$ cat config.mk
export PLATFORM = sky130hd
export DESIGN_NAME = hsv_to_rgb_converter
export DESIGN_NICKNAME = d
export VERILOG_FILES = /design/src/design/hsv2rgb_pkg.sv /design/src/design/hsv_to_rgb_converter.sv
export SDC_FILE = /design/constraint.sdc
export NUM_CORES = 2
export LEC_CHECK = 0
export BUFFER_PORTS_ARGS = -buffer_cell sky130_fd_sc_hd__buf_2
export CORE_MARGIN = 2
export CORE_UTILIZATION = 55
export CTS_BUF_LIST = sky130_fd_sc_hd__clkbuf_8
export DETAILED_ROUTE_END_ITERATION = 16
export PLACE_DENSITY = 0.76
export SYNTH_ARGS = -nofsm -noshare
export SYNTH_HDL_FRONTEND = slang
export SYNTH_SLANG_ARGS = --single-unit
$ cat constraint.sdc
create_clock -name clk_i -period 13.9 [get_ports clk_i]
set_clock_uncertainty 0.1 [all_clocks]
set_input_delay 0.695 -clock clk_i [delete_from_list [all_inputs] [get_ports clk_i]]
set_output_delay 0.695 -clock clk_i [all_outputs]
set_load 0.02 [all_outputs]
$ cat src/design/hsv2rgb_pkg.sv
// Shared types and constants for the HSV to RGB pixel converter.
// No dependencies; imported by hsv_to_rgb_converter.
package hsv2rgb_pkg;

  // Hue scale: degrees with 6 fraction bits
  localparam logic [14:0] HueFull   = 15'd23040;  // 360 degrees
  localparam logic [11:0] HueSector = 12'd3840;   // 60 degrees

  // Denominator of q and t: 255 * 3840
  localparam logic [19:0] QtDenom = 20'd979200;

  // Reciprocal multipliers; both give exact floors over their input range.
  // p: floor(x / 255) = (x * PMult) >> PShift, x < 2^16
  localparam int unsigned PShift = 24;
  localparam logic [16:0] PMult  = 17'(((64'd1 << PShift) + 64'd254) / 64'd255);
  // q, t: floor(y / 3825) = (y * QtMult) >> QtShift, y < 2^20
  localparam int unsigned QtShift = 32;
  localparam logic [20:0] QtMult  = 21'(((64'd1 << QtShift) + 64'd3824) / 64'd3825);

  // Sixty-degree hue sectors
  typedef enum logic [2:0] {
    SecRed     = 3'd0,
    SecYellow  = 3'd1,
    SecGreen   = 3'd2,
    SecCyan    = 3'd3,
    SecBlue    = 3'd4,
    SecMagenta = 3'd5
  } sector_e;

  // Hue at the start of a sector
  function automatic logic [14:0] sector_base(input sector_e sec);
    logic [14:0] base;
    case (sec)
      SecRed:     base = 15'd0;
      SecYellow:  base = 15'd3840;
      SecGreen:   base = 15'd7680;
      SecCyan:    base = 15'd11520;
      SecBlue:    base = 15'd15360;
      SecMagenta: base = 15'd19200;
      default:    base = 15'd0;
    endcase
    return base;
  endfunction

endpackage

$ cat src/design/hsv_to_rgb_converter.sv
// HSV to RGB pixel converter, five-stage pipeline with stream handshakes.
// Depends on hsv2rgb_pkg for constants, the sector type and sector_base().

// One pixel enters per clock; a stall on the
// output side holds the pipeline, while bubbles still close up, so no beat is
// lost or repeated. Stage 3 multiplies saturation by hue position, stage 4
// multiplies brightness by the scaled term, and the constant divisions are
// done by reciprocal multiplies in stages 4 and 5; each is one register
// stage. Hue at or above 360 degrees wraps once. Zero saturation gives gray.
// Alpha passes through unchanged.
module hsv_to_rgb_converter (
  input  logic        clk_i,
  input  logic        rst_ni,
  // input beat: [14:0] hue, [22:15] saturation, [30:23] brightness,
  // [38:31] alpha_in, [39] zero pad
  input  logic        s_axis_tvalid,
  output logic        s_axis_tready,
  input  logic [39:0] s_axis_tdata,
  // output beat: [7:0] red, [15:8] green, [23:16] blue, [31:24] alpha_out
  output logic        m_axis_tvalid,
  input  logic        m_axis_tready,
  output logic [31:0] m_axis_tdata
);
  import hsv2rgb_pkg::*;

  // Stage valids and handshake chain
  logic vld1_q, vld2_q, vld3_q, vld4_q, vld5_q;
  logic rdy1, rdy2, rdy3, rdy4, rdy5;

  assign rdy5 = ~vld5_q | m_axis_tready;
  assign rdy4 = ~vld4_q | rdy5;
  assign rdy3 = ~vld3_q | rdy4;
  assign rdy2 = ~vld2_q | rdy3;
  assign rdy1 = ~vld1_q | rdy2;
  assign s_axis_tready = rdy1;

  always_ff @(posedge clk_i or negedge rst_ni) begin
    if (!rst_ni) begin
      vld1_q <= 1'b0;
      vld2_q <= 1'b0;
      vld3_q <= 1'b0;
      vld4_q <= 1'b0;
      vld5_q <= 1'b0;
    end else begin
      if (rdy1) vld1_q <= s_axis_tvalid;
      if (rdy2) vld2_q <= vld1_q;
      if (rdy3) vld3_q <= vld2_q;
      if (rdy4) vld4_q <= vld3_q;
      if (rdy5) vld5_q <= vld4_q;
    end
  end

  // Input fields
  logic [14:0] hue_in;
  logic [7:0]  sat_in, val_in, alpha_in;
  assign hue_in   = s_axis_tdata[14:0];
  assign sat_in   = s_axis_tdata[22:15];
  assign val_in   = s_axis_tdata[30:23];
  assign alpha_in = s_axis_tdata[38:31];

  // Stage 1: wrap hue into one turn
  logic [14:0] hue1_d, hue1_q;
  logic [7:0]  sat1_q, val1_q, alpha1_q;
  assign hue1_d = (hue_in >= HueFull) ? hue_in - HueFull : hue_in;

  always_ff @(posedge clk_i) begin
    if (rdy1) begin
      hue1_q   <= hue1_d;
      sat1_q   <= sat_in;
      val1_q   <= val_in;
      alpha1_q <= alpha_in;
    end
  end

  // Stage 2: sector and position within the sector
  sector_e     sec2_d, sec2_q;
  logic [14:0] pos2_full;
  logic [11:0] pos2_q;
  logic [7:0]  sat2_q, val2_q, alpha2_q;

  always_comb begin
    if (hue1_q >= 15'd19200)      sec2_d = SecMagenta;
    else if (hue1_q >= 15'd15360) sec2_d = SecBlue;
    else if (hue1_q >= 15'd11520) sec2_d = SecCyan;
    else if (hue1_q >= 15'd7680)  sec2_d = SecGreen;
    else if (hue1_q >= 15'd3840)  sec2_d = SecYellow;
    else                          sec2_d = SecRed;
  end
  assign pos2_full = hue1_q - sector_base(sec2_d);

  always_ff @(posedge clk_i) begin
    if (rdy2) begin
      sec2_q   <= sec2_d;
      pos2_q   <= pos2_full[11:0];
      sat2_q   <= sat1_q;
      val2_q   <= val1_q;
      alpha2_q <= alpha1_q;
    end
  end

  // Stage 3: saturation products and the p numerator
  logic [11:0] rest3;
  logic [19:0] sf3_d, sg3_d, sf3_q, sg3_q;
  logic [15:0] pn3_d, pn3_q;
  logic [7:0]  inv_sat3;
  sector_e     sec3_q;
  logic [11:0] pos3_q;
  logic [7:0]  val3_q, alpha3_q;
  logic        gray3_q;

  assign rest3    = HueSector - pos2_q;
  assign inv_sat3 = 8'd255 - sat2_q;
  assign sf3_d    = {12'd0, sat2_q} * {8'd0, pos2_q};
  assign sg3_d    = {12'd0, sat2_q} * {8'd0, rest3};
  assign pn3_d    = {8'd0, val2_q} * {8'd0, inv_sat3};

  always_ff @(posedge clk_i) begin
    if (rdy3) begin
      sf3_q    <= sf3_d;
      sg3_q    <= sg3_d;
      pn3_q    <= pn3_d;
      sec3_q   <= sec2_q;
      pos3_q   <= pos2_q;
      val3_q   <= val2_q;
      alpha3_q <= alpha2_q;
      gray3_q  <= (sat2_q == 8'd0);
    end
  end

  // Stage 4: brightness times scaled terms, p by reciprocal
  logic [19:0] nq4, nt4;
  logic [27:0] xq4_d, xt4_d, xq4_q, xt4_q;
  logic [32:0] pp4;
  logic [7:0]  p4_q;
  sector_e     sec4_q;
  logic [7:0]  val4_q, alpha4_q;
  logic        gray4_q;

  assign nq4   = QtDenom - sf3_q;
  assign nt4   = QtDenom - sg3_q;
  assign xq4_d = {20'd0, val3_q} * {8'd0, nq4};
  assign xt4_d = {20'd0, val3_q} * {8'd0, nt4};
  assign pp4   = {17'd0, pn3_q} * {16'd0, PMult};

  always_ff @(posedge clk_i) begin
    if (rdy4) begin
      xq4_q    <= xq4_d;
      xt4_q    <= xt4_d;
      p4_q     <= pp4[PShift +: 8];
      sec4_q   <= sec3_q;
      val4_q   <= val3_q;
      alpha4_q <= alpha3_q;
      gray4_q  <= gray3_q;
    end
  end

  // Stage 5: divide by 979200 (shift by 8, then reciprocal of 3825), route
  logic [40:0] qp5, tp5;
  logic [7:0]  q5, t5;
  logic [7:0]  red5_d, grn5_d, blu5_d;
  logic [7:0]  red5_q, grn5_q, blu5_q, alpha5_q, val5_q;
  logic        gray5_q;

  assign qp5 = {21'd0, xq4_q[27:8]} * {20'd0, QtMult};
  assign tp5 = {21'd0, xt4_q[27:8]} * {20'd0, QtMult};
  assign q5  = qp5[QtShift +: 8];
  assign t5  = tp5[QtShift +: 8];

  always_comb begin
    red5_d = val4_q;
    grn5_d = val4_q;
    blu5_d = val4_q;
    if (!gray4_q) begin
      case (sec4_q)
        SecRed:     begin red5_d = val4_q; grn5_d = t5;     blu5_d = p4_q;   end
        SecYellow:  begin red5_d = q5;     grn5_d = val4_q; blu5_d = p4_q;   end
        SecGreen:   begin red5_d = p4_q;   grn5_d = val4_q; blu5_d = t5;     end
        SecCyan:    begin red5_d = p4_q;   grn5_d = q5;     blu5_d = val4_q; end
        SecBlue:    begin red5_d = t5;     grn5_d = p4_q;   blu5_d = val4_q; end
        default:    begin red5_d = val4_q; grn5_d = p4_q;   blu5_d = q5;     end
      endcase
    end
  end

  always_ff @(posedge clk_i) begin
    if (rdy5) begin
      red5_q   <= red5_d;
      grn5_q   <= grn5_d;
      blu5_q   <= blu5_d;
      alpha5_q <= alpha4_q;
      val5_q   <= val4_q;
      gray5_q  <= gray4_q;
    end
  end

  assign m_axis_tvalid = vld5_q;
  assign m_axis_tdata  = {alpha5_q, blu5_q, grn5_q, red5_q};

  // Checks
  a_pos_in_sector: assert property (@(posedge clk_i) disable iff (!rst_ni)
    vld3_q |-> (pos3_q < HueSector))
    else $error("hue position outside its sector");

  a_gray: assert property (@(posedge clk_i) disable iff (!rst_ni)
    (vld5_q && gray5_q) |-> (red5_q == val5_q && grn5_q == val5_q && blu5_q == val5_q))
    else $error("zero saturation did not give gray");

  a_max_is_value: assert property (@(posedge clk_i) disable iff (!rst_ni)
    vld5_q |-> (red5_q == val5_q || grn5_q == val5_q || blu5_q == val5_q))
    else $error("no channel equals brightness");

  a_not_above_value: assert property (@(posedge clk_i) disable iff (!rst_ni)
    vld5_q |-> (red5_q <= val5_q && grn5_q <= val5_q && blu5_q <= val5_q))
    else $error("channel above brightness");

  a_stall_backs_up: assert property (@(posedge clk_i) disable iff (!rst_ni)
    (vld1_q && vld2_q && vld3_q && vld4_q && vld5_q && !m_axis_tready) |-> !s_axis_tready)
    else $error("full pipeline took a beat while stalled");

endmodule

Yosys cells after proc, flatten, opt, wreduce, memory -nomap -nowiden:

Cells that the tools add are included.

* flip-flop bits (word level): 275
* input bits: 44
* output and inout port bits: 34

* add/subtract/negate cells: 6
* $mul: 8
* $lt $le $gt $ge: 6
* equal/unequal tests: 9
* multiplexer cells: 13
* bitwise logic cells: 10
* reductions and logical operators: 6

Operators by type and width (number)
* 20-bit by 19-bit multiplier with 38-bit output, second input constant: 2
* 8-bit case mux with 3 select lines: 3
* 12-bit case mux with 5 select lines: 1
* 8-bit by 20-bit multiplier with 28-bit output: 2
* 8-bit by 12-bit multiplier with 20-bit output: 2
* 20-bit subtractor, first input constant: 2
* 16-bit by 16-bit multiplier with 31-bit output, second input constant: 1
* 15-bit by 14-bit >= comparator with 1-bit output, second input constant: 2
* 15-bit >= comparator, second input constant: 2
* 8-bit 2-to-1 mux: 3
* 8-bit by 8-bit multiplier with 16-bit output: 1
* 15-bit by 12-bit >= comparator with 1-bit output, second input constant: 1
* 15-bit by 13-bit >= comparator with 1-bit output, second input constant: 1
* 15-bit 2-to-1 mux: 1
* 15-bit subtractor, second input constant: 1
* 3-bit by 2-bit equality test with 1-bit output, second input constant: 4
* 12-bit subtractor: 1
* 12-bit subtractor, first input constant: 1
* 3-bit equality test, second input constant: 3
* 8-bit logical NOT: 1
* 2-bit OR reduction: 4
* 8-bit subtractor, first input constant: 1
* 3-bit by 1-bit equality test with 1-bit output, second input constant: 2
* 3-bit 2-to-1 mux: 2
* 5 further kinds: 14

Longest topological paths before layout:

* word-level depth: 9
* gate-level depth with buffers: 26
* gate-level depth less buffers: 25

Least setup slack after synthesis:

No wires, ideal clock.

* kind: flip-flop to flip-flop
* from: reg sf3_q[3]
* to: reg xq4_q[27] (data pin)
* library setup time: 260 ps
* arrival: 5762 ps
* data required time: 13540 ps
* slack: 7779 ps
* stages on the path, launching flop included: 26
* clock period less this slack: 6121 ps
* path through: edfxtp_1 -> or4_4 -> nor3_2 -> nand2_1 -> a21oi_2 -> and2_2 -> nor2_1 -> xnor2_1 -> and2_1 -> fa_1 -> fa_1 -> fa_1 -> inv_1 -> fa_1 -> inv_1 -> ha_1 -> a21o_1 -> a21o_1 -> a21oi_1 -> o21ai_0 -> nand3_1 -> nand2_1 -> a221oi_2 -> o21ai_1 -> a21oi_1 -> xnor2_1

* word-level cells in the longest chain between the ends: 2

RTL lines
* start, declared: line hsv_to_rgb_converter.sv:103 `logic [19:0] sf3_d, sg3_d, sf3_q, sg3_q;`
* start signal, assigned: line hsv_to_rgb_converter.sv:119 `sf3_q <= sf3_d;`
* 20-bit subtractor: line hsv_to_rgb_converter.sv:139 `assign nq4 = QtDenom - sf3_q;`
* 8-bit by 20-bit multiplier with 28-bit output: line hsv_to_rgb_converter.sv:141 `assign xq4_d = {20'd0, val3_q} * {8'd0, nq4};`
* named net xq4_d[27]: line hsv_to_rgb_converter.sv:132 `logic [27:0] xq4_d, xt4_d, xq4_q, xt4_q;`
* end signal, assigned: line hsv_to_rgb_converter.sv:147 `xq4_q <= xq4_d;`
* end, declared: line hsv_to_rgb_converter.sv:132

The timed path passes the listed nets, and every way through them passes these cells.
A chain may end at the register's enable or synchronous reset.

Worst setup path in the final report:

Same ends and word-level chain as after synthesis.

==> flow_summary.yaml <==
run_status:
  status: "complete, no violations"
min_path:
  holdCritPathClass: "primary input to register"
  hold_path_depth: 1
placement:
  io_buffers: 76
  dp_hpwl_um: 57600
  gp_congestion: 0.921
worst_setup_path:
  critPathBufInv: 2
  startpoint_type: "register"
  cp_data_arrival_time_ns: 7.00
  reg2reg_depth: 25
  crit_top_cell: "fa_1"
  worst-path-stages: 25
  cp_slowest_cell: "or4_4"
  end_kind: "register"
  worstPathRequired_ns: 14.16
  slowest_delay_ns: 0.55
  crit_family: "adder cells"
  path_class: "register to register"
  crit_path_max_fanout: 8
synth:
  synth.area.top_cells: "fa_1, edfxtp_1, ha_1"
  synth-compound-area-share_pct: 6.33
  synth_top_area_share_pct: 27.3
  synthSimpleGateAreaFrac_pct: 13.7
  synth_area_um2: 37200
  synth-seq-cells: 258
  synth_area_per_cell_um2: 10.2
  synth.most_common_cell: "inv_1"
  synth.distinct_cells: 98
  syn_inst: 3633
  async_flop_share_pct: 1.94
  yosys.area.top_type: "fa_1"
  synth_top_family_by_area: "adder cells"
  synth-main-ff-cell: "edfxtp_1"
  synthMuxAreaShare_pct: 0.121
  synth_common_cells: "inv_1, ha_1, fa_1, and2_1"
  yosys_warnings: 0
  yosysSeqAreaShare_pct: 20.8
  synthesis.nets: 4785
  synth_edf_count: 253
  synth_fa_ha_area_share_pct: 47.6
  synth_xor_area_share_pct: 3.19
global_routing:
  grt_max_degree: 77
  track_usage_pct: 21.1
  grt_pass1_vias: 25400
  antenna_found_initial: 1
  grt_first_pass_wirelength_um: 122000
  grt_overflow: 0
detailed_routing:
  dr.pass1.iters: 7
  vias_per_cell: 5.35
  ant_nets: 0
  vias: 24700
  drc: 0
  drt_iter0_markers: 1207
  post_drt_wl_per_cell_um: 15.5
  wl_um: 71400
sta:
  drv_slew: 0
  finalHoldViolations: 0
  period_needed_ns: 6.73
  fmax_mhz: 149
  setup_viol: 0
  final.setup.tns_ns: 0
  tightest_slew_ns: 1.07
  slew_headroom_pct: 28.5
  min_period_over_period_pct: 48.4
  rsz0062_at_grt: "false"
die:
  rows: 95
  die_area_um2: 69700
  die_h_um: 264
  die_x_um: 264
  core-area_um2: 67000
  initial_utilization_pct: 55.4
  io_pins: 78
cells_and_area:
  multi_input_area_um2: 26400
  final-seq-area_um2: 7720
  nFillCells: 5550
  drive_gt1_share_pct: 5.92
  fin_nets: 4849
  areaGrowthSynthToFinish_pct: 6.32
cts:
  cts.clk_slew.worst_paths_ns: 0.07
  clk_latency_ns: 0.63
  tritoncts: "built"
  clockBufferDepth: 3
  htree_levels: 2
  ctsHoldBuffers: 1
  cts_inserted_buffers: 46
  cts_resized: 0
  post_cts_buffers: 0
  cts_root_buf: "clkbuf_8"
  cts_sinks: 258
run:
  maxCapViolCount: 0
-- layout make-up --
type	count	area share, %
timing repair buffer	100	1.42
clock buffer	46	1.60
clock inverter	40	0.890
multi-input combinational	2547	66.7
tap	873	2.76
antenna	1	0.00633
inverter	744	7.07
sequential	258	19.5
-- worst reg2reg max path, cell delays in order, from the launching register on --
cell	delay (ns)
edfxtp_1	0.42
or4_4	0.55
nor3_2	0.14
nand2_1	0.12
a21oi_2	0.19
and2_2	0.20
nor2_1	0.06
xnor2_1	0.50
and2_1	0.23
fa_1	0.42
fa_1	0.48
fa_1	0.54
inv_1	0.05
fa_1	0.52
inv_1	0.04
ha_1	0.34
a21o_1	0.17
a21o_1	0.17
a21oi_1	0.13
o21ai_0	0.10
nand3_1	0.09
nand2_1	0.08
a221oi_2	0.38
o21ai_1	0.16
a21oi_1	0.21
xnor2_1	0.09
-- cells by family after synthesis --
logic type,Yosys count
flops,258
mux,4
compound gates,333
xor+xnor,133
buf+inv,828
fa+ha+maj,1109
simple gates,968
-- cell usage in the layout, fill, tap and decap left out, types with 5 or more instances in the layout --
| master | count |
|---|---|
| fa_1 | 507 |
| bufinv_16 | 5 |
| or3_1 | 10 |
| o22ai_1 | 7 |
| o21a_1 | 14 |
| clkinv_1 | 6 |
| or4_1 | 5 |
| xnor2_1 | 92 |
| xor2_1 | 38 |
| nand3_1 | 21 |
| o21ai_1 | 7 |
| buf_2 | 76 |
| nor4_1 | 10 |
| nand2_1 | 251 |
| nor3_1 | 40 |
| o211ai_1 | 6 |
| a211oi_1 | 11 |
| a31oi_1 | 13 |
| a21o_1 | 21 |
| a21oi_1 | 87 |
| nand4_1 | 12 |
| clkbuf_8 | 46 |
| and3_1 | 10 |
| a311oi_1 | 7 |
| nor2_1 | 135 |
| a211o_1 | 6 |
| o21ai_0 | 66 |
| nor2b_1 | 108 |
| ha_1 | 601 |
| edfxtp_1 | 253 |
| nand2b_1 | 53 |
| clkinv_2 | 10 |
| dfrtp_1 | 5 |
| inv_1 | 756 |
| buf_4 | 23 |
| and2_1 | 283 |
| a221oi_1 | 6 |
| a21oi_2 | 5 |
-- metrics by stage --
stage / instances / hold slack (ns) / worst slack [ns] / utilization [%] / cell area [um^2]
final: 4609 / 0.141 / 7.17 / 58.9 / 39500
after global routing: 4609 / 0.0798 / 6.72 / 58.9 / 39500
after CTS: 4608 / 0.0762 / 7.12 / 58.9 / 39500
after detailed placement: 4521 / 0.305 / 7.15 / 57.5 / 38500
after global placement: 4521 / 0.300 / 7.20 / 57.5 / 38500
after floorplan: 3633 / 0.299 / 7.78 / - / 37200
-- worst paths after layout --
| check | slack (ns) | to | startpoint |
|---|---|---|---|
| min in group asynchronous | 0.32 | vld1_q | rst_ni |
| min | 0.14 | val1_q[5] | s_axis_tdata[28] |
| min reg2reg | 0.32 | sat2_q[7] | sat1_q[7] |
| max | 7.17 | xq4_q[27] | sf3_q[3] |
| max in group asynchronous | 13.25 | vld4_q | rst_ni |
| max reg2reg | 7.17 | xq4_q[27] | sf3_q[3] |
-- sequential cells by signal, summed over array words and instances (netlist names), 8 cells and up --
register / count
alpha1_q: 8
alpha2_q: 8
alpha3_q: 8
alpha4_q: 8
alpha5_q: 8
blu5_q: 8
grn5_q: 8
hue1_q: 15
p4_q: 8
pn3_q: 16
pos2_q: 12
red5_q: 8
sat1_q: 8
sat2_q: 8
sf3_q: 20
sg3_q: 19
val1_q: 8
val2_q: 8
val3_q: 8
val4_q: 8
xq4_q: 20
xt4_q: 20
-- metal layers --
layer | global-route usage [%] | up-vias | share of wire [%]
met5 | 0 | - | 0
met4 | 5.04 | 0 | 1.9
met3 | 2.23 | 92 | 4.9
met2 | 35.8 | 595 | 48
met1 | 29.3 | 12200 | 45
li1 | - | 11800 | -
Power is left out: the tool's default activity adds up to more than one toggle a clock period on the data nets, which glitch-free logic cannot reach.
